`src/rtl/kvcr_pkg.sv`:
```
// ----------------------------------------------------------------------------
// kvcr_pkg
// Shared sizes, codes and cell interface types for the key-value cache.
// ----------------------------------------------------------------------------
package kvcr_pkg;

	localparam int ENTRIES    = 16;
	localparam int KEY_BITS   = 32;
	localparam int VALUE_BITS = 32;

	localparam int RANK_BITS = (ENTRIES > 1) ? $clog2(ENTRIES) : 1;
	localparam int OCC_BITS  = $clog2(ENTRIES + 1);
	localparam int CAP_BITS  = 5;
	localparam int CMP_BITS  = (OCC_BITS > CAP_BITS) ? OCC_BITS : CAP_BITS;

	typedef logic [1:0] action_t;
	localparam action_t ACT_INSERT = 2'd0;
	localparam action_t ACT_QUERY  = 2'd1;

	typedef logic [1:0] policy_t;
	localparam policy_t POL_FIFO = 2'd1;
	localparam policy_t POL_LIFO = 2'd2;

	typedef logic [0:0] cfg_idx_t;
	localparam cfg_idx_t CFG_POLICY   = 1'b0;
	localparam cfg_idx_t CFG_CAPACITY = 1'b1;

	// broadcast from the controller to every cell
	typedef struct packed {
		logic                  look;
		logic                  upd;
		logic [KEY_BITS-1:0]   key;
		logic [VALUE_BITS-1:0] value;
		logic                  lru;
		logic                  query_front;
		logic                  insert;
		logic                  evict;
		logic [RANK_BITS-1:0]  hit_rank;
		logic [RANK_BITS-1:0]  target;
		logic [RANK_BITS-1:0]  new_rank;
	} cell_cmd_t;

	// lookup result, ORed cell to cell along the row
	typedef struct packed {
		logic                  hit;
		logic [RANK_BITS-1:0]  rank;
		logic [VALUE_BITS-1:0] value;
	} cell_stat_t;

endpackage

```
`src/rtl/key_value_cache_replacement.sv`:
```
// An accepted input word passes lookup and registered compare, then the row
// update, which registers its result; a new word is accepted only when idle.
// The output register frees the input side while a result waits under stall.
// Reset (arst_n low): all entries invalid, ranks and occupancy zero,
// policy least recently used, capacity 16. No clearing pass is needed.
// ----------------------------------------------------------------------------
// key_value_cache_replacement
// Fully associative key-value store over a row of entry cells with LRU,
// FIFO or LIFO replacement.
// ----------------------------------------------------------------------------
module key_value_cache_replacement (
	input  logic                                clk,
	input  logic                                arst_n,
	input  logic                                cfg_valid,
	output logic                                cfg_ready,
	input  kvcr_pkg::cfg_idx_t                  cfg_index,
	input  logic [kvcr_pkg::CAP_BITS-1:0]       cfg_data,
	input  logic                                in_valid,
	output logic                                in_stall,
	input  kvcr_pkg::action_t                   action,
	input  logic [kvcr_pkg::KEY_BITS-1:0]       key,
	input  logic [kvcr_pkg::VALUE_BITS-1:0]     value,
	output logic                                out_valid,
	input  logic                                out_stall,
	output logic                                hit,
	output logic [kvcr_pkg::VALUE_BITS-1:0]     read_value,
	output logic                                evicted
);
	import kvcr_pkg::*;

	typedef enum logic [2:0] {
		S_IDLE = 3'b001,
		S_LOOK = 3'b010,
		S_UPD  = 3'b100
	} state_t;

	state_t                state_q;
	action_t               act_q;
	logic [KEY_BITS-1:0]   key_q;
	logic [VALUE_BITS-1:0] value_q;
	logic                  lk_hit_q;
	logic [RANK_BITS-1:0]  hit_rank_q;
	logic [VALUE_BITS-1:0] hit_value_q;
	logic                  evict_q;
	policy_t               policy_q;
	logic [CAP_BITS-1:0]   capacity_q;
	logic [OCC_BITS-1:0]   occ_q;
	logic                  out_valid_q;
	logic                  hit_q;
	logic [VALUE_BITS-1:0] read_value_q;
	logic                  evicted_q;

	logic                  lru;
	logic                  fifo;
	logic                  is_insert;
	logic                  is_query;
	logic [CMP_BITS-1:0]   cap_ext;
	logic [CMP_BITS-1:0]   cap_eff;
	logic                  full;
	logic                  fire;
	cell_cmd_t             cmd;

	cell_stat_t            stat_chain [ENTRIES+1];
	logic [ENTRIES:0]      free_chain;
	logic [ENTRIES-1:0]    valid_vec;
	logic [ENTRIES-1:0]    take_vec;

	assign cfg_ready  = 1'b1;
	assign in_stall   = (state_q != S_IDLE);
	assign out_valid  = out_valid_q;
	assign hit        = hit_q;
	assign read_value = read_value_q;
	assign evicted    = evicted_q;

	assign fifo      = (policy_q == POL_FIFO);
	assign lru       = !(fifo || (policy_q == POL_LIFO));
	assign is_insert = (act_q == ACT_INSERT);
	assign is_query  = (act_q == ACT_QUERY);
	assign cap_ext   = CMP_BITS'(capacity_q);

	always_comb begin
		cap_eff = cap_ext;
		if (cap_ext == '0) begin
			cap_eff = CMP_BITS'(1);
		end else if (cap_ext > CMP_BITS'(ENTRIES)) begin
			cap_eff = CMP_BITS'(ENTRIES);
		end
	end

	assign full = (CMP_BITS'(occ_q) >= cap_eff);
	assign fire = !out_valid_q || !out_stall;

	always_comb begin
		cmd.look        = (state_q == S_LOOK);
		cmd.upd         = (state_q == S_UPD) && fire;
		cmd.key         = key_q;
		cmd.value       = value_q;
		cmd.lru         = lru;
		cmd.query_front = is_query && lk_hit_q && lru;
		cmd.insert      = is_insert && !lk_hit_q;
		cmd.evict       = evict_q;
		cmd.hit_rank    = hit_rank_q;
		// FIFO evicts the head of the list, LRU and LIFO the tail
		cmd.target      = fifo ? '0 : RANK_BITS'(occ_q - OCC_BITS'(1));
		cmd.new_rank    = lru ? '0 : RANK_BITS'(occ_q - OCC_BITS'(evict_q));
	end

	assign stat_chain[0] = '0;
	assign free_chain[0] = 1'b0;
	assign take_vec      = free_chain[ENTRIES:1] & ~free_chain[ENTRIES-1:0];

	for (genvar i = 0; i < ENTRIES; i++) begin : g_cell
		kvcr_cell u_cell (
			.clk      (clk),
			.arst_n   (arst_n),
			.cmd      (cmd),
			.free_in  (free_chain[i]),
			.free_out (free_chain[i+1]),
			.stat_in  (stat_chain[i]),
			.stat_out (stat_chain[i+1]),
			.valid    (valid_vec[i])
		);
	end

	always_ff @(posedge clk or negedge arst_n) begin
		if (!arst_n) begin
			state_q     <= S_IDLE;
			policy_q    <= '0;
			capacity_q  <= CAP_BITS'(16);
			occ_q       <= '0;
			out_valid_q <= 1'b0;
			lk_hit_q    <= 1'b0;
			evict_q     <= 1'b0;
		end else begin
			if (cfg_valid) begin
				case (cfg_index)
					CFG_POLICY:   policy_q   <= cfg_data[1:0];
					CFG_CAPACITY: capacity_q <= cfg_data;
					default: ;
				endcase
			end

			if (cmd.upd) begin
				out_valid_q <= 1'b1;
			end else if (!out_stall) begin
				out_valid_q <= 1'b0;
			end

			case (state_q)
				S_IDLE: begin
					if (in_valid) begin
						state_q <= S_LOOK;
					end
				end
				S_LOOK: begin
					lk_hit_q <= stat_chain[ENTRIES].hit;
					evict_q  <= is_insert && !stat_chain[ENTRIES].hit && full;
					state_q  <= S_UPD;
				end
				S_UPD: begin
					if (fire) begin
						if (cmd.insert) begin
							occ_q <= occ_q - OCC_BITS'(evict_q) + OCC_BITS'(1);
						end
						state_q <= S_IDLE;
					end
				end
				default: state_q <= S_IDLE;
			endcase
		end
	end

	always_ff @(posedge clk) begin
		if (state_q == S_IDLE && in_valid) begin
			act_q   <= action;
			key_q   <= key;
			value_q <= value;
		end
		if (state_q == S_LOOK) begin
			hit_rank_q  <= stat_chain[ENTRIES].rank;
			hit_value_q <= stat_chain[ENTRIES].value;
		end
		if (cmd.upd) begin
			hit_q        <= lk_hit_q;
			read_value_q <= (is_query && lk_hit_q) ? hit_value_q : '0;
			evicted_q    <= evict_q;
		end
	end

`ifndef NO_ASSERTIONS
	a_occ_matches_valid: assert property (@(posedge clk) disable iff (!arst_n)
		$countones(valid_vec) == int'(occ_q))
		else $error("occupancy differs from number of valid entries");

	a_one_slot_taken: assert property (@(posedge clk) disable iff (!arst_n)
		cmd.upd && cmd.insert |-> $onehot(take_vec))
		else $error("insert did not find exactly one free slot");

	a_evict_not_hit: assert property (@(posedge clk) disable iff (!arst_n)
		out_valid |-> !(hit && evicted))
		else $error("eviction reported on a hit");

	a_value_needs_hit: assert property (@(posedge clk) disable iff (!arst_n)
		out_valid && (read_value != '0) |-> hit)
		else $error("nonzero read value without hit");

	a_look_then_upd: assert property (@(posedge clk) disable iff (!arst_n)
		state_q == S_LOOK |=> state_q == S_UPD)
		else $error("lookup not followed by update");
`endif

endmodule

```
`src/rtl/kvcr_cell.sv`:
```
// ----------------------------------------------------------------------------
// kvcr_cell
// One cache entry: key, value and order rank, with local compare and update.
// ----------------------------------------------------------------------------
module kvcr_cell (
	input  logic                clk,
	input  logic                arst_n,
	input  kvcr_pkg::cell_cmd_t cmd,
	input  logic                free_in,
	output logic                free_out,
	input  kvcr_pkg::cell_stat_t stat_in,
	output kvcr_pkg::cell_stat_t stat_out,
	output logic                valid
);
	import kvcr_pkg::*;

	logic                  valid_q;
	logic [KEY_BITS-1:0]   key_q;
	logic [VALUE_BITS-1:0] value_q;
	logic [RANK_BITS-1:0]  rank_q;
	logic                  match_q;
	logic                  victim_q;

	logic                  match;
	logic                  victim;
	logic                  free_here;
	logic                  take;
	logic [RANK_BITS-1:0]  rank_dec;

	assign match     = valid_q && (key_q == cmd.key);
	assign victim    = valid_q && (rank_q == cmd.target);
	assign free_here = !valid_q || (cmd.evict && victim_q);
	// lowest free slot along the row takes the new entry
	assign take      = cmd.insert && free_here && !free_in;
	assign free_out  = free_in || free_here;
	assign rank_dec  = (cmd.evict && (rank_q > cmd.target)) ? rank_q - 1'b1 : rank_q;
	assign valid     = valid_q;

	always_comb begin
		stat_out.hit   = stat_in.hit || match;
		stat_out.rank  = stat_in.rank | (match ? rank_q : '0);
		stat_out.value = stat_in.value | (match ? value_q : '0);
	end

	always_ff @(posedge clk or negedge arst_n) begin
		if (!arst_n) begin
			valid_q  <= 1'b0;
			rank_q   <= '0;
			match_q  <= 1'b0;
			victim_q <= 1'b0;
		end else begin
			if (cmd.look) begin
				match_q  <= match;
				victim_q <= victim;
			end
			if (cmd.upd) begin
				if (cmd.query_front) begin
					if (match_q) begin
						rank_q <= '0;
					end else if (valid_q && (rank_q < cmd.hit_rank)) begin
						rank_q <= rank_q + 1'b1;
					end
				end else if (cmd.insert) begin
					if (take) begin
						valid_q <= 1'b1;
						rank_q  <= cmd.new_rank;
					end else if (cmd.evict && victim_q) begin
						valid_q <= 1'b0;
					end else if (valid_q) begin
						rank_q <= cmd.lru ? rank_dec + 1'b1 : rank_dec;
					end
				end
			end
		end
	end

	always_ff @(posedge clk) begin
		if (cmd.upd && take) begin
			key_q   <= cmd.key;
			value_q <= cmd.value;
		end
	end

endmodule

```
`config.mk`:
```
export PLATFORM = sky130hd
export DESIGN_NAME = key_value_cache_replacement
export DESIGN_NICKNAME = d
export VERILOG_FILES = /design/src/rtl/kvcr_pkg.sv /design/src/rtl/key_value_cache_replacement.sv /design/src/rtl/kvcr_cell.sv
export SDC_FILE = /design/constraint.sdc
export NUM_CORES = 2
export LEC_CHECK = 0
export BUFFER_PORTS_ARGS = -buffer_cell sky130_fd_sc_hd__buf_2
export CAP_MARGIN = 20
export CORE_MARGIN = 2
export CORE_UTILIZATION = 50
export CTS_BUF_LIST = sky130_fd_sc_hd__clkbuf_8 sky130_fd_sc_hd__clkbuf_16
export CTS_CLUSTER_SIZE = 30
export DETAILED_ROUTE_END_ITERATION = 8
export MAX_ROUTING_LAYER = met4
export PLACE_DENSITY = 0.67
export SLEW_MARGIN = 10
export SYNTH_ARGS = -nofsm -noshare
export SYNTH_HDL_FRONTEND = slang
export SYNTH_SLANG_ARGS = --single-unit
```
`constraint.sdc`:
```
create_clock -name clk -period 15.4 [get_ports clk]
set_clock_uncertainty 0.15 [all_clocks]
set_input_delay 3.85 -clock clk [delete_from_list [all_inputs] [get_ports clk]]
set_output_delay 3.85 -clock clk [all_outputs]
set_load 0.005 [all_outputs]
```
Yosys cells after proc, flatten, opt, wreduce, memory -nomap -nowiden
Cells that the tools add are included.

Reductions and logical operators: 288. Multiplexer cells: 217. Magnitude comparators: 34. Eq/ne operators: 74. Bitwise logic cells: 32. $add $sub $neg: 51.

Operators by type and width (count): $mux 4 (162); $eq 32x32->1 (16); $mux 32 (16); $or 32x32->32 (15); $logic_and 1x1->1 (134); $add 4x1->4 const B (32); $reduce_and 5->1 (16); $sub 4x1->4 const B (17); $eq 4x4->1 (16); $gt 4x4->1 (16); $lt 4x4->1 (16); $reduce_and 4->1 (16); $or 4x4->4 (15); $ne 3x1->1 const B (17); $ne 3x2->1 const B (16); $reduce_bool 3->1 (16); $logic_or 1x1->1 (47); $logic_not 1->1 (36); $mux 1 (34); $reduce_bool 2->1 (17); $mux 5 (2); $pmux 3 s3 (1); $mux 3 (2); $reduce_and 2->1 (3); 15 further kinds (18).

Bits in registers: 1290. Word-level logic and storage cells: 807.

Longest topological paths before layout
Depth in word-level cells: 21. Mapped depth: 17.

Hierarchy
Synthesis repeated with hierarchy kept, for this count alone.

Cells, all modules: 4313. Area, all modules: 60138.9 um2.

Modules (own cells, without submodules): kvcr_cell at g_cell[2].u_cell ... (sequential area each 2097.0 um2, cells each 249, times used 8, area each 3430.8 um2); kvcr_cell at g_cell[0].u_cell ... (sequential area each 2097.0 um2, cells each 254, times used 8, area each 3407.0 um2); key_value_cache_replacement (sequential area each 4536.9 um2, cells each 289, times used 1, area each 5436.5 um2).

Worst setup path after synthesis
Ideal clock, no wire load.

Path kind: input port to flip-flop. From: in out_stall. To: reg g_cell[7].u_cell.key_q[0], enable pin. Stages: 4. Library setup time: 0.578 ns. Arrival time: 9.100 ns. Slack: 5.572 ns. Buffers on the path: 1. Path through: nand2_1 -> nand3_1 -> clkbuf_1 -> nor3b_1.

Longest elaborated chain between the ends: 4.

RTL lines: start, declared (line key_value_cache_replacement.sv:24) `input logic out_stall,`; $logic_not 1->1; $logic_or 1x1->1 (line key_value_cache_replacement.sv:91) `assign fire = !out_valid_q || !out_stall;`; $logic_and 1x1->1 (line key_value_cache_replacement.sv:95) `cmd.upd = (state_q == S_UPD) && fire;`; $logic_and 1x1->1 (line kvcr_cell.sv:78) `if (cmd.upd && take) begin`; end signal, assigned (line kvcr_cell.sv:79) `key_q <= cmd.key;`; end, declared (line kvcr_cell.sv:18) `logic [KEY_BITS-1:0] key_q;`.

No other way between the ends. A chain may end at the register's enable or synchronous reset.

==> summary.md <==
| Metric | Value |
|---|---|
| Status | completed |
| Synth Cell Area | 0.0572 mm2 |
| WP data arrival | 8.08 ns |
| Share of cells above drive strength 1 | roughly an eighth |
| Antenna Cells | 0 |
| Worst reg2reg setup slack | 10.25 ns |
| WL/cell | 27.7 um |
| Top FF cell, synth | edfxtp_1 |
| Reg2reg start | state_q[1] |
| Crit share post-route | between 50% and 60% |
| Highest-count cells in the layout ignoring fill and taps | edfxtp_1, xnor2_1, nand2_1 |
| Resize count post-CTS | 0 |
| Worst slack at placement | 6.74 ns |
| Reg area | 0.0381 mm2 |
| H-tree levels | 4 |
| CP startpoint kind | input port |
| Critical Path RT | 15.64 ns |
| Total GRT Usage | roughly 28% |
| Worst slew margin | 19.4% |
| Final hold vios | 0 |
| RSZ-0062 raised after global routing | false |
| Global-route layer with the greatest usage | met2 |
| Unique cell type count in the Yosys netlist | 88 |
| Nets@finish | 4393 |
| Maxcap violations | 0 |
| Vias in the first global route | approximately 35k |
| Hpwl dp | 90400 um |
| Initial antenna violation count | 5 |
| Die Span X | 342 um |
| Die H | between 300 and 400 um |
| Setup TNS | 0 ns |
| Antenna Nets Post-Route | 0 |
| Number of synthesized flops with an enable pin | 1160 |
| CTS tree | yes |
| Top area cells in the synthesized netlist | edfxtp_1, xnor2_1, dfrtp_1 |
| Met1 usage | 38.4% |
| Worst R2R End | g_cell[0].u_cell.value_q[4] |
| Clk sinks | 1290 |
| Drt via density | 6.27 |
| Worst skew pair latency | just under 0.8 ns |
| Multi-input gate area | 0.0182 mm2 |
| Post-synth top area cell | edfxtp_1 |
| Mapped Nets | 4252 |
| GR met3 Demand/Resource | 4.06% |
| First-pass GRT wire length | between 200000 and 250000 um |
| Fin. max-slew vios | 0 |
| Core region area | ~0.11 mm2 |
| Met2 GRT Util | 43.0% |
| Critical Path Fanout Max | 37 |
| Sequential share of the synthesized area | 66.6% |
| DRC viols | 0 |
| Synth Register Bits | 1290 |
| Synthesized area per cell | 14.3 um2 |
| Commonest non-fill, non-tap cell in the layout | edfxtp_1 |
| Layout area overhead | 12.5% |
| Setup crit end | g_cell[0].u_cell.value_q[4] |
| Routability cong. | 0.942 |
| Max VDD drop | 0.128 mV |
| Ports | 114 |
| Clock buffer depth | 3 |
| Die area | 0.117 mm2 |
| IO buf count | 112 |
| Hold_buf cts | 0 |
| Routed WL | 160000 um |
| Final worst setup slack | 7.55 ns |
| Tightest Hold Check Type | register to register |
| Pin count of the biggest net entering global routing | 81 |
| Drt pass-1 iters | 6 |
| R2R depth | 7 |
| CTS Buf Count | 136 |
| DR iter-0 viols | about 3.9k |
| GRT overflow | 0 |
| Row Count | 124 |
| Async SR Flop Fraction | 10.1% |
| CP Capture Type | register |
| Slew @ Worst Pin | 1.21 ns |
| Clock root buffer | clkbuf_16 |
| Setup Buffers After CTS | 0 |
| Clock transition at path regs | 0.06 ns |
| Synth Warn # | 0 |
| Leak pwr | 21.9 nW |
| Routed vias | ~36k |
| Crit path launch | out_stall |
| FILL cells | roughly 9k |
| Final-report setup violation count | 0 |
| Kind of critical path | input port to register |
| Post-Synthesis Cells | 4005 |
| Fmax | 0.127 GHz |
| Initial Util | 50.3% |
| Final Critical Period | 7.85 ns |
| PwrDens | between 100 and 150 mW/mm2 |
| Top cell type's share of synthesized area | 60.9% |
[how the worst min path moves through the flow]
stage	startpoint	end	slack, ns	depth (start not counted)
3_3_place_gp	g_cell[13].u_cell.victim_q	g_cell[13].u_cell.victim_q	0.32	2
4_1_cts	g_cell[13].u_cell.match_q	g_cell[13].u_cell.match_q	0.34	2
3_5_place_dp	g_cell[13].u_cell.match_q	g_cell[13].u_cell.match_q	0.32	2
2_1_floorplan	occ_q[4]	occ_q[4]	0.30	1
6_report	g_cell[13].u_cell.match_q	g_cell[13].u_cell.match_q	0.34	2
5_1_grt	g_cell[10].u_cell.match_q	g_cell[10].u_cell.match_q	0.37	2
[Yosys cell counts (all sizes together) (9+ instances only)]
library cell	count
edfxtp	1160
xnor2	502
nand2	217
nand4	175
ha	170
a22o	150
a221oi	144
clkbuf	128
dfrtp	128
o21ai	124
nor2	122
buf	85
xor2	83
inv	80
a21oi	75
nand3	67
nor3	60
nor4	59
and2	44
mux2i	31
a211oi	29
o211ai	26
a21boi	24
or3	23
a31oi	22
nor2b	21
o21a	20
nand2b	16
nor3b	15
mux2	14
a21o	13
and3	13
a311oi	11
a211o	10
nand3b	10
or2	9
or4	9
[cell families (layout without fill, tap and decap cells)]
kind of cell | count (synthesis) | after routing | synth area share [%]
AO/OA/AOI/OAI | 738 | 738 | 9.67
XOR/XNOR | 587 | 587 | 9.03
adder cells (fa/ha/maj) | 170 | 170 | 3.72
buffers and inverters | 294 | 541 | 2.12
flip-flops | 1290 | 1290 | 66.6
multiplexers | 45 | 45 | 0.818
other | 1 | 1 | 0.00655
AND/OR/NAND/NOR | 880 | 880 | 8.09
[routing by layer]
layer	vias to the layer above	part of all wire [%]
li1	15700	-
met1	18300	41
met2	1804	46
met3	337	8.8
met4	0	3.7
met5	-	0
[per-stage QoR]
step                      area (um2)  hold slack (ns)  total power, mW  instances  utilization (%)
after floorplan                57200            0.298             5.32       4005                -
after global placement         59800            0.316             5.88       5515             52.5
after detailed placement       59800            0.324             5.92       5516             52.5
after CTS                      64300            0.339             9.14       5760             56.5
after global routing           64400            0.367             9.46       5764             56.5
final                          64400            0.345             9.12       5764             56.5
[where the power goes]
group,internal (mW),leakage [nW],switching (mW)
Sequential,4.07,12.1,0.203
Clock,1.84,2.29,1.42
Combinational,0.561,7.44,1.03
Total,6.47,21.9,2.65
[sequential cells by signal, indices dropped and copies added (netlist names), 3 cells and up]
register and cells:
g_cell.u_cell.victim_q 16, cap_ext 5, g_cell.u_cell.rank_q 64, g_cell.u_cell.valid 16, key_q 32, state_q 3, value_q 32, g_cell.u_cell.key_q 512
read_value 32, g_cell.u_cell.value_q 512, hit_rank_q 4, occ_q 5, g_cell.u_cell.match_q 16, hit_value_q 32
[cell type report]
type,count,area share (%)
flip-flops and latches,1290,59.2
multi-input cells,2421,28.3
clock buffers,139,5.35
well taps,1512,2.94
repair buffers,216,2.18
clock inverters,105,1.63
inverters,81,0.474
[critical path: stages]
cell	delay (ns)
buf_2	0.10
nand2_1	0.11
nand3_2	0.09
buf_4	0.27
inv_2	0.84
nand2_1	0.93
nor2_4	1.08
buf_4	0.69
No activity file was read; power rests on OpenSTA's default activity.
